`config.mk`:
```
export PLATFORM = sky130hd
export DESIGN_NAME = base64_stream_encoder_core
export DESIGN_NICKNAME = d
export VERILOG_FILES = /design/src/rtl/b64e_pkg.sv /design/src/rtl/b64e_front.sv /design/src/rtl/b64e_queue.sv /design/src/rtl/b64e_back.sv /design/src/rtl/base64_stream_encoder_core.sv
export SDC_FILE = /design/constraint.sdc
export NUM_CORES = 1
export LEC_CHECK = 0
export BUFFER_PORTS_ARGS = -buffer_cell sky130_fd_sc_hd__buf_4
export CAP_MARGIN = 20
export CORE_MARGIN = 5
export CORE_UTILIZATION = 54
export CTS_BUF_LIST = sky130_fd_sc_hd__clkbuf_16
export CTS_CLUSTER_DIAMETER = 120
export DETAILED_ROUTE_END_ITERATION = 6
export PLACE_DENSITY = 0.77
export SKIP_LAST_GASP = 1
export SYNTH_ARGS = -nofsm -noshare
export SYNTH_HDL_FRONTEND = slang
export SYNTH_HIERARCHICAL = 1
export SYNTH_SLANG_ARGS = --single-unit
```
`constraint.sdc`:
```
create_clock -name i_clk -period 3.3 [get_ports i_clk]
set_input_delay 0.66 -clock i_clk [delete_from_list [all_inputs] [get_ports i_clk]]
set_output_delay 0.66 -clock i_clk [all_outputs]
set_load 0.02 [all_outputs]
```
`src/rtl/b64e_pkg.sv`:
```
// Package with the shared types, constants and symbol function of the Base64 stream encoder.
package b64e_pkg;

    localparam int unsigned ByteW    = 8;
    localparam int unsigned MaxChars = 5;
    localparam int unsigned IdxW     = 3;
    localparam int unsigned QDepth   = 2;
    localparam int unsigned QPtrW    = 1;
    localparam int unsigned QCntW    = 2;

    localparam logic [ByteW-1:0] ChPad      = 8'h3D;
    localparam logic [ByteW-1:0] ChNl       = 8'h0A;
    localparam logic [ByteW-1:0] LimitReset = 8'd76;

    localparam logic [IdxW-1:0] IdxGroup  = 3'd3;
    localparam logic [IdxW-1:0] IdxWithNl = 3'd4;

    localparam logic [1:0] PhaseEmpty = 2'd0;
    localparam logic [1:0] PhaseOne   = 2'd1;
    localparam logic [1:0] PhaseTwo   = 2'd2;

    typedef logic [ByteW-1:0] t_byte;

    typedef struct packed {
        t_byte [MaxChars-1:0] chars;
        logic [IdxW-1:0]      last_idx;
        logic                 eos;
    } t_job;

    typedef struct packed {
        logic full;
        logic empty;
    } t_q_stat;

    function automatic t_byte b64_sym(input logic [5:0] v);
        t_byte r;
        if (v < 6'd26) begin
            r = 8'h41 + {2'b00, v};
        end else if (v < 6'd52) begin
            r = 8'h61 + {2'b00, v - 6'd26};
        end else if (v < 6'd62) begin
            r = 8'h30 + {2'b00, v - 6'd52};
        end else if (v == 6'd62) begin
            r = 8'h2B;
        end else begin
            r = 8'h2F;
        end
        return r;
    endfunction

endpackage

```
`src/rtl/b64e_front.sv`:
```
// Front part: register port, byte grouping, line counting and character job building.
module b64e_front import b64e_pkg::*; (
    input  logic        i_clk,
    input  logic        i_rst_n,
    input  logic        psel,
    input  logic        penable,
    input  logic        pwrite,
    input  logic [2:0]  paddr,
    input  logic [31:0] pwdata,
    output logic [31:0] prdata,
    output logic        pready,
    input  logic        i_valid,
    output logic        o_ready,
    input  t_byte       i_data,
    input  logic        i_last,
    input  t_q_stat     i_q_stat,
    output logic        o_push,
    output t_job        o_job
);

    logic [7:0]  r_limit;
    logic [15:0] r_held, n_held;
    logic [1:0]  r_phase, n_phase;
    logic [7:0]  r_line, n_line;
    logic        accept;
    logic        cfg_wr;
    logic [8:0]  sum;
    t_byte       b0, b1;

    assign pready  = 1'b1;
    assign cfg_wr  = psel && penable && pwrite && !paddr[2];
    assign prdata  = paddr[2] ? 32'd0 : {24'd0, r_limit};
    assign o_ready = !i_q_stat.full;
    assign accept  = i_valid && o_ready;
    assign b0      = r_held[15:8];
    assign b1      = r_held[7:0];
    assign sum     = {1'b0, r_line} + 9'd4;

    always_comb begin
        n_held  = r_held;
        n_phase = r_phase;
        n_line  = r_line;
        o_push  = 1'b0;
        o_job   = '0;
        if (r_phase == PhaseTwo) begin
            o_push          = accept;
            o_job.chars[0]  = b64_sym(b0[7:2]);
            o_job.chars[1]  = b64_sym({b0[1:0], b1[7:4]});
            o_job.chars[2]  = b64_sym({b1[3:0], i_data[7:6]});
            o_job.chars[3]  = b64_sym(i_data[5:0]);
            o_job.chars[4]  = ChNl;
            o_job.eos       = i_last;
            n_held          = '0;
            n_phase         = PhaseEmpty;
            if (sum >= {1'b0, r_limit}) begin
                o_job.last_idx = IdxWithNl;
                n_line         = '0;
            end else begin
                o_job.last_idx = IdxGroup;
                n_line         = sum[7:0];
            end
            if (i_last) begin
                n_line = '0;
            end
        end else if (!i_last) begin
            if (r_phase == PhaseOne) begin
                n_held  = {b0, i_data};
                n_phase = PhaseTwo;
            end else begin
                n_held  = {i_data, 8'd0};
                n_phase = PhaseOne;
            end
        end else begin
            o_push         = accept;
            o_job.last_idx = IdxWithNl;
            o_job.eos      = 1'b1;
            o_job.chars[4] = ChNl;
            if (r_phase == PhaseOne) begin
                o_job.chars[0] = b64_sym(b0[7:2]);
                o_job.chars[1] = b64_sym({b0[1:0], i_data[7:4]});
                o_job.chars[2] = b64_sym({i_data[3:0], 2'b00});
                o_job.chars[3] = ChPad;
            end else begin
                o_job.chars[0] = b64_sym(i_data[7:2]);
                o_job.chars[1] = b64_sym({i_data[1:0], 4'b0000});
                o_job.chars[2] = ChPad;
                o_job.chars[3] = ChPad;
            end
            n_held  = '0;
            n_phase = PhaseEmpty;
            n_line  = '0;
        end
    end

    always_ff @(posedge i_clk) begin
        if (!i_rst_n) begin
            r_limit <= LimitReset;
            r_held  <= '0;
            r_phase <= PhaseEmpty;
            r_line  <= '0;
        end else begin
            if (cfg_wr) begin
                r_limit <= pwdata[7:0];
            end
            if (accept) begin
                r_held  <= n_held;
                r_phase <= n_phase;
                r_line  <= n_line;
            end
        end
    end

endmodule

```
`src/rtl/b64e_queue.sv`:
```
// Two-entry job queue between the front and back parts.
module b64e_queue import b64e_pkg::*; (
    input  logic    i_clk,
    input  logic    i_rst_n,
    input  logic    i_push,
    input  t_job    i_job,
    input  logic    i_pop,
    output t_job    o_head,
    output t_q_stat o_stat
);

    t_job             r_mem [QDepth];
    logic [QPtrW-1:0] r_wr_ptr, r_rd_ptr;
    logic [QCntW-1:0] r_cnt, n_cnt;
    logic             do_push, do_pop;

    assign o_stat.full  = (r_cnt == QCntW'(QDepth));
    assign o_stat.empty = (r_cnt == '0);
    assign do_push      = i_push && !o_stat.full;
    assign do_pop       = i_pop && !o_stat.empty;
    assign o_head       = r_mem[r_rd_ptr];

    always_comb begin
        n_cnt = r_cnt;
        if (do_push && !do_pop) begin
            n_cnt = r_cnt + 1'b1;
        end else if (do_pop && !do_push) begin
            n_cnt = r_cnt - 1'b1;
        end
    end

    always_ff @(posedge i_clk) begin
        if (do_push) begin
            r_mem[r_wr_ptr] <= i_job;
        end
    end

    always_ff @(posedge i_clk) begin
        if (!i_rst_n) begin
            r_wr_ptr <= '0;
            r_rd_ptr <= '0;
            r_cnt    <= '0;
        end else begin
            if (do_push) begin
                r_wr_ptr <= r_wr_ptr + 1'b1;
            end
            if (do_pop) begin
                r_rd_ptr <= r_rd_ptr + 1'b1;
            end
            r_cnt <= n_cnt;
        end
    end

endmodule

```
`src/rtl/b64e_back.sv`:
```
// Back part: walks the head job one character at a time into the output register.
module b64e_back import b64e_pkg::*; (
    input  logic    i_clk,
    input  logic    i_rst_n,
    input  t_job    i_head,
    input  t_q_stat i_q_stat,
    output logic    o_pop,
    output logic    o_valid,
    input  logic    i_ready,
    output t_byte   o_char,
    output logic    o_eor,
    output logic    o_eos
);

    logic [IdxW-1:0] r_idx;
    logic            r_valid;
    t_byte           r_char;
    logic            r_eor, r_eos;
    logic            load, at_end;

    assign load    = !i_q_stat.empty && (!r_valid || i_ready);
    assign at_end  = (r_idx == i_head.last_idx);
    assign o_pop   = load && at_end;
    assign o_valid = r_valid;
    assign o_char  = r_char;
    assign o_eor   = r_eor;
    assign o_eos   = r_eos;

    always_ff @(posedge i_clk) begin
        if (load) begin
            r_char <= i_head.chars[r_idx];
            r_eor  <= at_end;
            r_eos  <= at_end && i_head.eos;
        end
    end

    always_ff @(posedge i_clk) begin
        if (!i_rst_n) begin
            r_valid <= 1'b0;
            r_idx   <= '0;
        end else begin
            if (load) begin
                r_valid <= 1'b1;
                r_idx   <= at_end ? '0 : r_idx + 1'b1;
            end else if (i_ready) begin
                r_valid <= 1'b0;
            end
        end
    end

    a_idx_in_job: assert property (@(posedge i_clk) disable iff (!i_rst_n)
        !i_q_stat.empty |-> r_idx <= i_head.last_idx)
        else $error("character index beyond the end of the head job");

    a_job_length: assert property (@(posedge i_clk) disable iff (!i_rst_n)
        !i_q_stat.empty |-> (i_head.last_idx == IdxGroup || i_head.last_idx == IdxWithNl))
        else $error("head job has an impossible length");

    a_idx_restart: assert property (@(posedge i_clk) disable iff (!i_rst_n)
        o_pop |=> r_idx == '0)
        else $error("index not restarted after a job was finished");

    a_eos_on_eor: assert property (@(posedge i_clk) disable iff (!i_rst_n)
        r_valid && r_eos |-> r_eor)
        else $error("stream end marked on an item that does not close its run");

endmodule

```
`src/rtl/base64_stream_encoder_core.sv`:
```
// Top level of the streaming Base64 encoder with line breaking.
//  Channel | Direction | Payload
//  s_axis  | in        | tdata = data_byte, tlast = is_last
//  m_axis  | out       | tdata = out_char, tuser = end_of_run, tlast = end_of_stream
//  apb     | config    | line_limit at byte address 0
// A byte is taken whenever the queue is not full; each job of four or five characters
// drains at one per cycle while the output is taken. A job can wait in the queue while
// the output register holds an untaken item. Sustained throughput is set by the single
// character output port, so it depends on the line limit.
// Reset is synchronous and active low; it clears the group state, queue and output.
module base64_stream_encoder_core import b64e_pkg::*; (
    input  logic        i_clk,
    input  logic        i_rst_n,
    input  logic        psel,
    input  logic        penable,
    input  logic        pwrite,
    input  logic [2:0]  paddr,
    input  logic [31:0] pwdata,
    output logic [31:0] prdata,
    output logic        pready,
    input  logic        s_axis_tvalid,
    output logic        s_axis_tready,
    input  logic [7:0]  s_axis_tdata,  // [7:0] data_byte
    input  logic        s_axis_tlast,
    output logic        m_axis_tvalid,
    input  logic        m_axis_tready,
    output logic [7:0]  m_axis_tdata,  // [7:0] out_char
    output logic [0:0]  m_axis_tuser,  // [0] end_of_run
    output logic        m_axis_tlast
);

    t_q_stat q_stat;
    t_job    push_job, head_job;
    logic    push, pop;
    logic    eor;

    b64e_front u_front (
        .i_clk    (i_clk),
        .i_rst_n  (i_rst_n),
        .psel     (psel),
        .penable  (penable),
        .pwrite   (pwrite),
        .paddr    (paddr),
        .pwdata   (pwdata),
        .prdata   (prdata),
        .pready   (pready),
        .i_valid  (s_axis_tvalid),
        .o_ready  (s_axis_tready),
        .i_data   (s_axis_tdata),
        .i_last   (s_axis_tlast),
        .i_q_stat (q_stat),
        .o_push   (push),
        .o_job    (push_job)
    );

    b64e_queue u_queue (
        .i_clk   (i_clk),
        .i_rst_n (i_rst_n),
        .i_push  (push),
        .i_job   (push_job),
        .i_pop   (pop),
        .o_head  (head_job),
        .o_stat  (q_stat)
    );

    b64e_back u_back (
        .i_clk    (i_clk),
        .i_rst_n  (i_rst_n),
        .i_head   (head_job),
        .i_q_stat (q_stat),
        .o_pop    (pop),
        .o_valid  (m_axis_tvalid),
        .i_ready  (m_axis_tready),
        .o_char   (m_axis_tdata),
        .o_eor    (eor),
        .o_eos    (m_axis_tlast)
    );

    assign m_axis_tuser = eor;

endmodule
```
# Word-level counts from Yosys, hierarchy flattened
# Memory sizes are Yosys's and may differ from the RTL's. A register that Yosys moved wholly into a read port is not among the register bits.
# Cells that the tools add are included.
# word_totals
romBits,0
wordCells,179
latchBits,0
reg_bits,52
inputBits,51
n_memories,1
mem_bits_rw,88
# memory_table
name,words,word_bits,rd,rd_ports_with_merged_regs,write_ports,line,text
u_queue.r_mem,2,44,1,1,1,b64e_queue.sv:12,t_job r_mem [QDepth];
# classes
add_sub_neg,46
shift,0
n_bitwise,0
mul,0
n_eq_ne,11
n_mux,58
order_cmp,26
div,0
reduce_logical,24
# op_table
operator,count
$mux 8,30
$add 7x6->8 const A,16
$lt 6x6->1 const B,16
$add 6x6->7 const A,8
$lt 6x5->1 const B,8
$mux 16,3
$sub 6x5->6 const B,8
$sub 6x6->6 const B,8
$mux 44,1
$mux 40,1
$eq 6x6->1 const B,6
$bmux 8 s3,1
$mux 24,1
$mux 3,8
$logic_and 1x1->1,11
$mux 2,5
$add 8x3->9 const B,1
$ge 9x8->1,1
$mux 1,8
$logic_not 1->1,6
$reduce_bool 2->1,3
$eq 2x2->1 const B,2
$lt 3x4->1 const B,1
$reduce_and 2->1,2
9 further kinds,10

# Logic depth before layout (Yosys ltp)
# logic_depth
word_depth,10
mapped_depth,13
ltp_nobuf,11

# Hierarchy
# Netlist, hierarchy kept.
# by_module_without_submodules
module,n_inst,cells_each,seq_area_each_um2,area_each_um2
b64e_front,1,723,640.6,5122.4
b64e_queue,1,162,2742.6,3407.0
b64e_back,1,83,380.4,875.8

# Worst setup path after synthesis
# No wires, ideal clock.
# synth_path
kind,input to register
start,input port s_axis_tvalid
end,"memory u_queue/r_mem[0][0] (netlist name), enable pin"
t_arrival_ns,2.892
required_time_ns,2.861
cell_stages,5
slack_ns,-0.031
path_cell_list,nor2b_1 > nand2_2 > inv_1 > inv_1 > nor3_2
# synth_between
elab_chain_cells,6
# synth_rtl
element,line,text
start: declaration,base64_stream_encoder_core.sv:21,"input logic s_axis_tvalid,"
$logic_and 1x1->1 *,b64e_front.sv:34,assign accept = i_valid && o_ready;
$mux 1,b64e_front.sv:65,end else if (!i_last) begin
$mux 1 *,b64e_front.sv:45,if (r_phase == PhaseTwo) begin
via push,base64_stream_encoder_core.sv:34,"logic push, pop;"
$logic_and 1x1->1 *,b64e_queue.sv:19,assign do_push = i_push && !o_stat.full;
$mux 1 *,b64e_queue.sv:33,if (do_push) begin
$mux 1 (not written as such) *,b64e_queue.sv:34,r_mem[r_wr_ptr] <= i_job;
end: declaration,b64e_queue.sv:12,
# The timed path passes the listed nets; every way through them passes the cells marked *.

# Final worst setup path
# layout_path
start,register u_front.r_line[3]
end,register u_front.r_line[6]
# layout_between
elab_chain_cells,5
# layout_rtl
element,line,text
start: declaration,b64e_front.sv:24,"logic [7:0] r_line, n_line;"
start signal: assignment,b64e_front.sv:108,r_line <= n_line;
$add 8x3->9 *,b64e_front.sv:37,"assign sum = {1'b0, r_line} + 9'd4;"
$ge 9x8->1,b64e_front.sv:55,"if (sum >= {1'b0, r_limit}) begin"
$mux 8 *,b64e_front.sv:55,
$mux 8 *,b64e_front.sv:62,if (i_last) begin
$mux 8 *,b64e_front.sv:45,
# Mark *: on every way between the ends. The rest lies on a longest branch, timed or not.
# A chain may end at the register's enable or synchronous reset.

==> results.json <==
{
  "cts_root_buf": "clkbuf_16",
  "drtPass1Iterations": 5,
  "grt.overflow.total": 0,
  "hold_path.class": "input pin to register",
  "hold_buffers": 0,
  "path_cells": "ha_1 > nand3_1 > and2_1 > or2_2 > ha_1 > nor2b_1 > o21ai_0 > o211a_1 > nor3b_4 > o21ai_1 > a21boi_1",
  "synthTopCellsByArea": "edfxtp_1 31%, ha_1 9.0%, dfxtp_1 8.7%, mux2_2 5.5%, nand2_1 4.0%",
  "drt_iter0_markers": 651,
  "synth_cell_types": 75,
  "layout_common_cells": "100 x nand2_1, 98 x edfxtp_1, 79 x nor2_1",
  "core-area_mm2": 0.01718,
  "synth_edf_count": 98,
  "syn-cell-area_mm2": 0.009405,
  "crit_top_cell": "ha_1",
  "worstSetupEndpointType": "register",
  "hold_viol": 0,
  "vdd_drop_max_mv": 0.3613,
  "n_antenna_cell": 0,
  "period_share": 0.8573,
  "wl_per_cell_um": 17.32,
  "hold_end": "u_front/r_limit[3]$_SDFFE_PN1P_",
  "fin_nets": 1107,
  "ys_ff_latch": 139,
  "pin_count": 96,
  "io_buffer_count": 44,
  "ys.flop_type": "edfxtp_1",
  "grtUsageTotal": 0.2116,
  "final_layout_size_suffix_gt1_frac": 0.1588,
  "hp-start": "pwdata[3]",
  "ys_warn_count": 6,
  "antenna_found_initial": 0,
  "drc": 0,
  "fin_setup_tns_ps": 0,
  "rows": 48,
  "r2r_start": "u_front/r_line[3]$_SDFFE_PN0P_",
  "grt_pass1_wl_mm": 33.92,
  "crit_required_ps": 3660,
  "vias": 7139,
  "grt_max_degree": 46,
  "yosysTopAreaCellShare": 0.3129,
  "post_cts_buffers": 0,
  "p_total_w": 0.005222,
  "cap_violations": 0,
  "tritoncts": "built",
  "clock_sink_count": 139,
  "drt-total-wl_mm": 21.24,
  "r2r_cells": 11,
  "synth-async-reset-ratio": 0,
  "first_global_vias": 6584,
  "holdPathStages": 3,
  "rsz0062_at_grt": "no",
  "clock_latency_ps": 420,
  "yosys.area.top_type": "edfxtp_1",
  "seq_area_frac_synth": 0.4002,
  "cts_resized": 0,
  "syn_inst": 968,
  "die_w_um": 142.0,
  "fp.dieArea_mm2": 0.02016,
  "tightest_slew_ps": 1093,
  "cp.arrival_ps": 3190,
  "fp.dieH_um": 142.0,
  "drv_slew": 0,
  "avgViaCountPerCell": 5.823,
  "h-tree-depth": 4,
  "reg2reg_slack_ps": 470,
  "path_max_fanout": 7,
  "syn_to_final_growth_pct": 9.365,
  "hpwl_mm": 14.89,
  "p_per_area_mw_per_mm2": 507.7,
  "critical_path.slowest_cell": "dfxtp_1",
  "initial_core_util": 0.5476,
  "setup_viol": 0,
  "maxSlewHeadroom": 0.2712,
  "gp_congestion": 0.9701,
  "post-place-ws_ps": 450.8,
  "finalClockSkew_ps": 12.41,
  "cts_buffers": 17,
  "fmax_ghz": 0.3535,
  "max_stage_delay_ps": 360,
  "period_needed_ps": 2829,
  "cts.path.max_buffers": 2,
  "setup_ws_ps": 470.9,
  "critPathLaunchType": "register",
  "crit_type": "register to register",
  "avgSynthCellArea_um2": 9.716,
  "r2r-end": "u_front/r_line[6]$_SDFFE_PN0P_",
  "p_leak_nw": 3.936,
  "whs_ps": 460.7,
  "clkTransAtPathRegs_ps": 60,
  "ant_nets": 0,
  "layout_commonest_cell": "nand2_1",
  "status": "finished clean"
}
[state kept, by name, summed over array words and instances, names as in the netlist, named ones only]
| register | cells |
|---|---|
| u_front/r_line | 6 |
| u_queue/r_mem | 88 |
| u_back/o_eos | 1 |
| u_back/o_valid | 1 |
| u_front/r_held | 16 |
| u_queue/r_cnt | 2 |
| u_queue/r_wr_ptr | 1 |
| u_back/o_char | 8 |
| u_back/o_eor | 1 |
| u_front/r_phase | 2 |
| u_front/r_limit | 8 |
| u_back/r_idx | 3 |
| u_queue/r_rd_ptr | 1 |
[worst max-delay path, delay by kind of cell (launching register included)]
kind	cells	cell delay, ps
fa+ha+maj	2	590
simple gates	5	1090
compound gates	4	720
flops	1	360
[power breakdown]
group          internal [W]  switching [W]  total [W]
clock               0.00105       0.000737    0.00179
sequential          0.00209      0.0000928    0.00218
combinational      0.000486       0.000766    0.00125
total               0.00363        0.00160    0.00522
[layer usage]
layer  GRT usage  wire length [um]
met1      0.2968              9434
met2      0.3415             10210
met3     0.03629              1332
met4     0.05808               259
met5           0                 0
[synthesized netlist by cell type, drive strengths merged (16+ instances only)]
cell type / count
o21ai: 47
clkbuf: 20
nor3: 16
o22ai: 21
nor2b: 23
mux2i: 23
xnor2: 39
edfxtp: 98
dfxtp: 41
nand2: 102
a21oi: 64
mux2: 46
inv: 33
nor2: 81
buf: 64
xor2: 38
ha: 68
[cells by family after synthesis]
group | count (synthesis) | synth area share
AOI/OAI and AO/OA | 207 | 0.1388
adders and majority gates | 69 | 0.09153
other | 2 | 0.0007985
and+or+nand+nor | 288 | 0.1487
DFF | 139 | 0.4002
buffers and inverters | 117 | 0.06798
xor gates and xnor gates | 77 | 0.07250
muxes | 69 | 0.07955
[through the flow]
step	util	std cells	cell area, um2
finish	0.5988	1226	10290
global route	0.5988	1226	10290
CTS	0.5988	1226	10290
detailed placement	0.5660	1194	9722
global placement	0.5660	1194	9722
floorplan	-	997	9520
[how the worst max path moves through the flow]
stage	start	end	slack, ps	depth (start not counted)
3_3_place_gp	s_axis_tdata[6]	u_queue/r_mem[0][17]$_DFFE_PP_	460	10
3_5_place_dp	s_axis_tdata[6]	u_queue/r_mem[1][16]$_DFFE_PP_	450	9
4_1_cts	u_front/r_line[2]$_SDFFE_PN0P_	u_front/r_line[6]$_SDFFE_PN0P_	510	11
2_1_floorplan	s_axis_tdata[4]	u_queue/r_mem[0][9]$_DFFE_PP_	620	10
6_report	u_front/r_line[3]$_SDFFE_PN0P_	u_front/r_line[6]$_SDFFE_PN0P_	470	11
5_1_grt	u_front/r_line[2]$_SDFFE_PN0P_	u_front/r_line[6]$_SDFFE_PN0P_	310	11
[layout make-up]
type / instances / area, um2
Fill cell: 1469 / 6890
Multi-Input combinational cell: 741 / 5119
Sequential cell: 139 / 3765
Clock buffer: 19 / 475.5
Timing Repair Buffer: 56 / 432.9
Tap cell: 225 / 281.5
Inverter: 33 / 123.9
Clock inverter: 13 / 88.84
Note: power is estimated with default switching activity, not from simulation.
